**src/design/plt_pkg.sv**
```systemverilog
// ----------------------------------------------------------------------------
// plt_pkg
// Shared types, codes and default sizes for the pin link table unit.
// ----------------------------------------------------------------------------
package plt_pkg;

  // default sizes
  localparam int NUM_PINS_DEF           = 64;
  localparam int MAX_LINKS_DEF          = 8;
  localparam int NUM_EVENT_TYPES_DEF    = 8;
  localparam int OVERFLOW_EVENT_BIT_DEF = 0;

  // fixed field widths
  localparam int LINK_W = 17;  // other pin, parameter, type
  localparam int PIU_W  = 7;   // pins in use register

  // operation codes
  typedef enum logic [1:0] {
    FUNC_ADD_LINK    = 2'd0,
    FUNC_ADD_EVENT   = 2'd1,
    FUNC_QUERY_EVENT = 2'd2,
    FUNC_CLEAR       = 2'd3
  } func_t;

  // controller to datapath commands
  typedef struct packed {
    logic capture;    // latch item, start table read
    logic meta_load;  // take table read data, set up scan
    logic scan_en;    // step the duplicate scan
    logic update;     // write tables, form result
    logic out_load;   // move result into output register
  } plt_cmd_t;

  // datapath to controller status
  typedef struct packed {
    logic need_scan;  // item is an add link on a valid pin
    logic scan_done;  // scan finished or found a match
    logic out_free;   // output register can take a result
  } plt_status_t;

endpackage

```
**src/design/plt_ctrl.sv**
```systemverilog
// ----------------------------------------------------------------------------
// plt_ctrl
// Sequencer for one item at a time: table read, duplicate scan, update, output.
// ----------------------------------------------------------------------------
module plt_ctrl
  import plt_pkg::*;
(
  input  logic        clk,
  input  logic        rst_n,
  input  logic        in_valid,
  output logic        in_ready,
  output plt_cmd_t    cmd,
  input  plt_status_t status
);

  typedef enum logic [4:0] {
    S_IDLE   = 5'b00001,
    S_META   = 5'b00010,
    S_SCAN   = 5'b00100,
    S_UPDATE = 5'b01000,
    S_FINISH = 5'b10000
  } state_t;

  state_t state_r, state_nxt;

  // state register
  always_ff @(posedge clk) begin
    if (!rst_n) begin
      state_r <= S_IDLE;
    end else begin
      state_r <= state_nxt;
    end
  end

  assign in_ready = (state_r == S_IDLE);

  // next state and commands
  always_comb begin
    state_nxt     = state_r;
    cmd           = '0;
    unique case (state_r)
      S_IDLE: begin
        if (in_valid) begin
          cmd.capture = 1'b1;
          state_nxt   = S_META;
        end
      end
      S_META: begin
        cmd.meta_load = 1'b1;
        state_nxt     = status.need_scan ? S_SCAN : S_UPDATE;
      end
      S_SCAN: begin
        cmd.scan_en = 1'b1;
        if (status.scan_done) begin
          state_nxt = S_UPDATE;
        end
      end
      S_UPDATE: begin
        cmd.update = 1'b1;
        state_nxt  = S_FINISH;
      end
      S_FINISH: begin
        if (status.out_free) begin
          cmd.out_load = 1'b1;
          state_nxt    = S_IDLE;
        end
      end
      default: begin
        state_nxt = S_IDLE;
      end
    endcase
  end

endmodule

```
**config.mk**
```make
export PLATFORM = sky130hd
export DESIGN_NAME = plt_ctrl
export DESIGN_NICKNAME = d
export VERILOG_FILES = /design/src/design/plt_pkg.sv /design/src/design/plt_ctrl.sv
export SDC_FILE = /design/constraint.sdc
export NUM_CORES = 1
export LEC_CHECK = 0
export BUFFER_PORTS_ARGS = -buffer_cell sky130_fd_sc_hd__buf_2
export CORE_AREA = 2 2 39 41
export DETAILED_ROUTE_END_ITERATION = 10
export DIE_AREA = 0 0 41 43
export SYNTH_ARGS = -nofsm -noshare
export SYNTH_HDL_FRONTEND = slang
export SYNTH_SLANG_ARGS = --single-unit
```
**constraint.sdc**
```tcl
create_clock -name clk -period 1.65 [get_ports clk]
set_clock_uncertainty 0.2 [all_clocks]
set_input_delay 0.33 -clock clk [delete_from_list [all_inputs] [get_ports clk]]
set_output_delay 0.33 -clock clk [all_outputs]
set_load 0.05 [all_outputs]
```
==> metrics.txt, run 1 <==
Post-Route Setup TNS -0.7353 ns; DRC violations left 0; n_diodes 0; routability cong. between 0.7 and 0.8; worst setup margin -0.1548 ns; Hold WC Path Type primary input to flip-flop; Max Root-Sink Buffers 2; worst reg2reg setup slack 0 ns; critical path data required time about 1.1 ns; largest register by flop count state_r; port bufs 11; RSZ-0062 raised after global routing yes; Via density ~4.7; violations in the final reports negative setup slack; CP arrival roughly 1.3 ns; antenna violations before repair 0; Slew headroom roughly four fifths; Num CTS Buffers 3; worst stage delay on the critical path 0.43 ns; Power per Cell Area ~690 nW/um^2; CP Cell Sequence or3_4 -> nor2_4 -> buf_8; core area roughly 1400 um^2; worst-margin pin slew a little over 0.3 ns; total grt overflow 0; share of total power in the clock network roughly 30%; Buf+Inv Stages, Crit Path 1; hold path endpoint state_r[2]$_SDFFE_PN0P_; Clock Tree Root clkbuf_4; worst reg2reg path endpoint state_r[3]$_SDFFE_PN0P_; P_leak 0.2726 nW; area occupied by multi-input gates 290.3 um^2; max_cap viols 0; endpoints failing setup 8; Crit-path slowest cell or3_4; vias in the first global route 353; Routed Antenna Nets 0; die height 43 um; Hold Path Stages 3; Int Pwr between 0.3 and 0.4 mW; Worst-path clk slew about 0.04 ns; cell depth of the worst setup path 3; DRT iter0 DRCs 3; IO Pins 12; hold path startpoint status[2]; most common cell after layout, fill and taps aside buf_4; synth unique cells 22; reg2reg start state_r[4]$_SDFFE_PN0P_; Post-CTS Hold Fix Bufs 0; post-synthesis register bit count 5; Tcrit/Tclk final 109.4%; CTS tree built; final net count just over 70; P_sw around 0.15 mW; final count of pins violating max slew 0; CP Launch Point state_r[4]$_SDFFE_PN0P_; DPL Wire Length 570.8 um; Fin. Hold Viols 0; total routed wirelength around 1000 um; global-route wire length before repair around 1400 um; synthesized cell area 302.8 um^2; largest net degree at the start of global routing 6; CTS H-tree lvls 1; Largest register FFs 5; Pre-antenna DRT Iters 4; mean routed wirelength per cell between 10 and 15 um; biggest regs state_r x5; CP max FO 4; Vias between 300 and 400; min Tclk post-route ~1.8 ns; synthesis-to-layout area growth 123.1%; Total GRT Usage about an eighth; Setup crit end kind primary output; Yosys warning count 0; Max VDD drop roughly 470 uV; CP startpoint kind flip-flop; Seq/Total Area, Yosys around 33%; CTS sink cnt 5; Setup Crit Path Kind flip-flop to primary output; Filler Cell Count between 100 and 150; total power ~0.47 mW; Starting Density a little over a fifth; syn avg cell area approximately 8.4 um^2; Rows 14; commonest non-fill, non-tap cells in the layout buf_4, buf_2, dfxtp_2; Synthesized Nets 42; Place WS -0.07296 ns; register area ~110 um^2; Sw Ratio 31.16%; delay-heaviest family, CP simple AND/OR/NAND/NOR gates; Logic pwr share about two fifths; Clock Latency Late Sink ~0.24 ns; Die X between 40 and 50 um; sequential share of power between 20 and 30%; r2r worst-path depth 4; Synth Instances 36; Peak Freq between 0.5 and 0.6 GHz; share of layout cells above drive strength 1 about four fifths; status finished with violations; die area 1763 um^2
cell usage after synthesis:
cell type / number / area (um^2)
a211o_2: 1 / 10.01
a21boi_2: 1 / 11.26
a31oi_1: 1 / 6.260
and2_1: 1 / 6.260
and2b_1: 1 / 7.510
and3_1: 2 / 12.51
buf_4: 1 / 7.510
dfxtp_1: 5 / 100.1
nand2_1: 4 / 15.01
nand2b_1: 2 / 12.51
nand3b_1: 1 / 7.510
nor2_1: 5 / 18.77
nor2b_1: 1 / 6.260
nor3_1: 1 / 5.000
nor4b_1: 1 / 8.760
o21ai_0: 1 / 5.000
o21ai_2: 1 / 8.760
o21bai_2: 1 / 11.26
o22ai_1: 1 / 6.260
o31ai_1: 1 / 7.510
or2_1: 1 / 6.260
or3_4: 2 / 22.52
area by class of cell:
cell class / count / area share [%]
Clock buffer: 4 / 3.889
Sequential cell: 5 / 15.74
Tap cell: 16 / 2.963
Timing Repair Buffer: 25 / 34.44
Multi-Input combinational cell: 30 / 42.96
power groups by stage:
| stage | registers, mW | clock network [mW] | logic (mW) |
|---|---|---|---|
| 2_1_floorplan | 0.134 | 0 | 0.0822 |
| 3_3_place_gp | 0.133 | 0 | 0.121 |
| 3_5_place_dp | 0.133 | 0 | 0.121 |
| 4_1_cts | 0.133 | 0.144 | 0.168 |
| 5_1_grt | 0.135 | 0.150 | 0.206 |
| 6_report | 0.134 | 0.137 | 0.196 |
worst reg2reg max path: stages, from the launching register on:
cell and delay, ns:
dfxtp_2 0.32, or3_4 0.43, or3_4 0.42, o21ai_4 0.09
nor4b_2 0.07
stage by stage:
step / std cells / util (%) / area (um^2) / hold WS (ns)
5_1_grt: 80 / 48.82 / 675.6 / 0.1627
3_5_place_dp: 69 / 32.73 / 452.9 / 0.3884
6_report: 80 / 48.82 / 675.6 / 0.1540
3_3_place_gp: 69 / 32.73 / 452.9 / 0.3911
2_1_floorplan: 36 / - / 332.8 / 0.2759
4_1_cts: 78 / 41.59 / 575.6 / 0.1449
layer usage:
metal  part of all wire, %  vias up  GRT usage, %
met5                     0        -             0
met4                   7.3        0         18.00
met3                   2.9        8         2.094
met2                    57       12         18.75
met1                    33      167         12.54
li1                      -      186             -
timing repair:
| action | 4_1_cts | 5_1_grt |
|---|---|---|
| buffers inserted | 5 | 2 |
| endpoints found under the hold margin | 0 | 0 |
| endpoints found under the setup margin | 6 | 8 |
| resized for setup | 19 | 17 |
| cloned | 0 | 0 |
| pin swaps | 8 | 3 |
worst max path at each step:
stage / to / slack, ns
5_1_grt: cmd[4] / -0.21
4_1_cts: cmd[4] / -0.13
3_3_place_gp: cmd[4] / -0.07
6_report: cmd[3] / -0.15
3_5_place_dp: cmd[4] / -0.07
2_1_floorplan: cmd[4] / -0.16
logic make-up (layout without fill, tap and decap cells):
family          Yosys count  in the layout  synth area share [%]
compound gates            8              8                 21.90
simple gates             22             22                 42.56
flops                     5              5                 33.06
buf+inv                   1             29                 2.480
(Power assumes the default switching activity.)
==> inputs of run 2 (changes only) <==
--- a/config.mk
+++ b/config.mk
@@ -5,7 +5,7 @@
 export SDC_FILE = /design/constraint.sdc
 export NUM_CORES = 1
 export LEC_CHECK = 0
-export BUFFER_PORTS_ARGS = -buffer_cell sky130_fd_sc_hd__buf_2
+export BUFFER_PORTS_ARGS = -buffer_cell sky130_fd_sc_hd__clkbuf_2
 export CORE_AREA = 2 2 39 41
 export DETAILED_ROUTE_END_ITERATION = 10
 export DIE_AREA = 0 0 41 43
==> metrics.txt, run 2 (synthesis results as in run 1) <==
status finished with violations; violations in the final reports negative setup slack; CP startpoint kind flip-flop; Total GRT Usage between 10% and 20%; final instance area between 600 and 700 um^2; Num CTS Buffers 3; CP Launch Point state_r[2]$_SDFFE_PN0P_; cell count after placement 70; CTS tree built; Crit-path slowest cell dfxtp_2; commonest non-fill, non-tap cells in the layout buf_4, clkbuf_2; Hold WC Path Type primary input to flip-flop; most common cell after layout, fill and taps aside buf_4; total routed wirelength 862 um; Clock Tree Root clkbuf_4; final net count roughly 70; CP Cell Sequence nor3_4 -> nand2_2 -> nor2_4 -> and2_4 -> clkbuf_16; core area about 1400 um^2; synthesis-to-layout area growth 119.0%; worst stage delay on the critical path between 0.3 and 0.4 ns; Setup crit end kind primary output; Via density about 4.4; Largest register FFs 5; Tcrit/Tclk final 110.2%; die height between 40 and 50 um; Rows 14; DPL Wire Length a little over 600 um; global-route wire length before repair 1393 um; Die X 41 um; Place WS -0.06519 ns; met3 Use GR 2.094%; met1 Usage GRT approximately 12%; CTS sink cnt 5; largest net degree at the start of global routing 6; CP arrival ~1.3 ns; total power 0.4538 mW; mean routed wirelength per cell about 11 um; share of layout cells above drive strength 1 between 70% and 80%; Worst-path clk slew roughly 0.040 ns; Buf+Inv Stages, Crit Path 1; die area 1763 um^2; final count of pins violating max slew 0; max_cap viols 0; Peak Freq between 0.5 and 0.6 GHz; Max Root-Sink Buffers 2; biggest regs state_r x5; Clock Latency Late Sink around 0.24 ns; met2 Resource Use GR between 20% and 30%; largest register by flop count state_r; DRC violations left 0; reg2reg start state_r[4]$_SDFFE_PN0P_; Pre-antenna DRT Iters 1; min Tclk post-route 1.818 ns; delay-heaviest family, CP simple AND/OR/NAND/NOR gates; Routed Antenna Nets 0; CP max FO 3; IO Pins 12; Vias ~350; Slew headroom 84.49%; gr busiest metal met2; worst setup margin -0.1677 ns; routability cong. roughly 0.73; Fin. Hold Viols 0; Starting Density roughly 22%; vias in the first global route 340; n_diodes 0; total grt overflow 0; dpl cell area between 400 and 500 um^2; CTS H-tree lvls 1; DRT iter0 DRCs 0; Power per Cell Area a little under 700 nW/um^2; RSZ-0062 raised after global routing yes; port bufs 11; Setup Crit Path Kind flip-flop to primary output; critical path data required time roughly 1.1 ns; Post-CTS Hold Fix Bufs 0; antenna violations before repair 0; hold path startpoint status[2]; P_leak about 0.27 nW; Max VDD drop ~380 uV; Filler Cell Count 133; Layout Cells excl Fill 80; endpoints failing setup 6; worst-margin pin slew ~0.23 ns
run 2: changes by cell type in the layout (fill, tap and decap cells not counted), moves of 2 or more:
cell,change
clkbuf_2,+5
buf_6,-2
buf_2,-5
nand2b_1,+2
run 2: final cells by class:
type	count	area, um^2	area share (%)
flip-flops and latches	5	105.1	15.85
clock buffers	4	26.28	3.962
multi-input cells	30	281.5	42.45
repair buffers	25	230.2	34.72
well taps	16	20.02	3.019
run 2: report_power, final:
group	total, mW	switching, mW	internal [mW]	leakage [nW]
registers	0.134	0.00532	0.128	0.0419
logic	0.184	0.0888	0.0951	0.212
clock network	0.136	0.0453	0.0911	0.0150
total	0.454	0.139	0.314	0.269
run 2: tightest hold or removal path, cell delays in order:
cell and delay [ns]:
clkbuf_2 0.09, nand2_1 0.06, a21boi_2 0.05
run 2: stage by stage:
stage / hold slack, ns / TNS (ns) / util (%)
2_1_floorplan: 0.2759 / -0.1629 / -
3_3_place_gp: 0.3854 / -0.07659 / 33.27
3_5_place_dp: 0.3871 / -0.08099 / 33.27
4_1_cts: 0.1198 / -0.8565 / 44.85
5_1_grt: 0.1446 / -1.026 / 47.92
6_report: 0.1342 / -0.6927 / 47.92
run 2: routing by layer:
layer / vias to the layer above / part of all wire (%)
met3: 0 / 3.5
met5: - / 0
met4: 0 / 0
met1: 163 / 35
li1: 183 / -
met2: 6 / 61
run 2: what timing repair did:
action | in CTS | in global routing
resized for setup | 23 | 11
setup buffers | 5 | 1
setup endpoints to repair | 7 | 9
pin swaps | 12 | 3
run 2: worst paths after layout:
| check | to | slack, ns | cells past startpoint |
|---|---|---|---|
| setup / recovery | cmd[4] | -0.17 | 5 |
| hold / removal | state_r[2]$_SDFFE_PN0P_ | 0.13 | 3 |
| setup reg to reg | state_r[3]$_SDFFE_PN0P_ | 0.01 | 4 |
| hold reg to reg | state_r[0]$_SDFFE_PN1P_ | 0.46 | 3 |
==> inputs of run 3 (changes only) <==
==> constraint.sdc (replaced) <==
create_clock -name clk -period 1.5 [get_ports clk]
set_clock_uncertainty 0.2 [all_clocks]
set_input_delay 0.3 -clock clk [delete_from_list [all_inputs] [get_ports clk]]
set_output_delay 0.3 -clock clk [all_outputs]
set_load 0.05 [all_outputs]
==> metrics.txt, run 3 (synthesis results as in run 1) <==
register area 103.9 um^2; vias in the first global route roughly 350; Num CTS Buffers 3; max_cap viols 0; share of layout cells above drive strength 1 between 70% and 80%; Fin. Hold Viols 0; Filler Cell Count 138; total routed wirelength between 900 and 1000 um; largest register by flop count state_r; Worst-path clk slew 0.05 ns; final instance area between 600 and 700 um^2; worst-margin pin slew between 0.2 and 0.25 ns; CP max FO 3; most common cell after layout, fill and taps aside buf_4; core area about 1400 um^2; DRC violations left 0; Slew headroom between 80% and 90%; synthesis-to-layout area growth 116.1%; mean routed wirelength per cell between 10 and 15 um; Max Root-Sink Buffers 2; routability cong. 0.9081; Rows 14; largest net degree at the start of global routing 6; worst setup margin -0.2947 ns; RSZ-0062 raised after global routing yes; Setup Crit Path Kind flip-flop to primary output; n_diodes 0; critical path data required time 1.00 ns; Total GRT Usage 13.67%; Post-CTS Hold Fix Bufs 0; Hold WC Path Type primary input to flip-flop; CP startpoint kind flip-flop; Pre-antenna DRT Iters 2; biggest regs state_r x5; final count of pins violating max slew 0; min Tclk post-route 1.795 ns; P_leak about 0.27 nW; CP arrival ~1.3 ns; final net count 70; Tcrit/Tclk final 119.6%; Via density roughly 4.5; dpl cell area 484.2 um^2; Clock Tree Root clkbuf_4; IO Pins 12; Clock Latency Late Sink 0.25 ns; violations in the final reports negative setup slack; Layout Cells excl Fill slightly below 80; CTS sink cnt 5; cell count after placement a little over 70; Routed Antenna Nets 0; CTS H-tree lvls 1; global-route wire length before repair ~1500 um; port bufs 11; antenna violations before repair 0; DPL Wire Length between 600 and 700 um; CTS tree built; Die X around 40 um; die height about 43 um; endpoints failing setup 9; Power per Cell Area slightly below 800 nW/um^2; Vias about 350; commonest non-fill, non-tap cells in the layout buf_4, clkbuf_2, nor2_4, clkbuf_4; Setup crit end kind primary output; area occupied by multi-input gates between 200 and 300 um^2; die area roughly 1800 um^2; total grt overflow 0; status finished with violations; Starting Density a little over a fifth; Peak Freq roughly 0.56 GHz; final hold slack around 0.11 ns; DRT iter0 DRCs 1; Max VDD drop about 500 uV; Largest register FFs 5
==> run 3: critical path, stage by stage (launching register included) <==
cell and delay (ns):
dfxtp_2 0.33, or3_4 0.43, nor2_4 0.13, buf_8 0.15
==> run 3: metal layers <==
layer / wire length [um] / share of wire (%) / track usage, %
met1: 352 / 37 / 15.48
met2: 530 / 55 / 20.00
met3: 43 / 4.5 / 4.712
met4: 31 / 3.2 / 10.00
met5: 0 / 0 / 0
==> run 3: stage by stage <==
| stage | worst slack [ns] | util (%) | TNS [ns] | total power [mW] |
|---|---|---|---|---|
| 2_1_floorplan | -0.2826 | - | -0.7258 | 0.2377 |
| 3_3_place_gp | -0.1943 | 34.99 | -0.8938 | 0.2863 |
| 3_5_place_dp | -0.1757 | 34.99 | -0.8596 | 0.2870 |
| 4_1_cts | -0.2959 | 42.31 | -2.246 | 0.4765 |
| 5_1_grt | -0.3289 | 47.29 | -2.604 | 0.5310 |
| 6_report | -0.2947 | 47.29 | -2.198 | 0.5036 |
==> run 3: final timing paths <==
path	cells after the start	endpoint	slack [ns]	start
setup / recovery	3	cmd[3]	-0.29	state_r[4]$_SDFFE_PN0P_
setup reg to reg	5	state_r[0]$_SDFFE_PN1P_	-0.26	state_r[4]$_SDFFE_PN0P_
hold / removal	3	state_r[2]$_SDFFE_PN0P_	0.11	status[2]
hold reg to reg	3	state_r[0]$_SDFFE_PN1P_	0.46	state_r[4]$_SDFFE_PN0P_
==> run 3: where the power goes <==
part / internal, mW / leakage (nW) / switching, mW
combinational: 0.0979 / 0.210 / 0.0948
sequential: 0.140 / 0.0415 / 0.00685
clock: 0.101 / 0.0150 / 0.0626
==> run 3: cell type report <==
cell class | count | share of cell area, %
Clock buffer | 4 | 4.015
Multi-Input combinational cell | 30 | 41.87
Sequential cell | 5 | 15.87
Tap cell | 16 | 3.059
Timing Repair Buffer | 24 | 35.18
==> run 3: repair_timing <==
action | 4_1_cts | 5_1_grt
buffers inserted | 2 | 3
pin swaps | 6 | 5
gates resized for setup | 17 | 10
endpoints found under the setup margin | 10 | 10
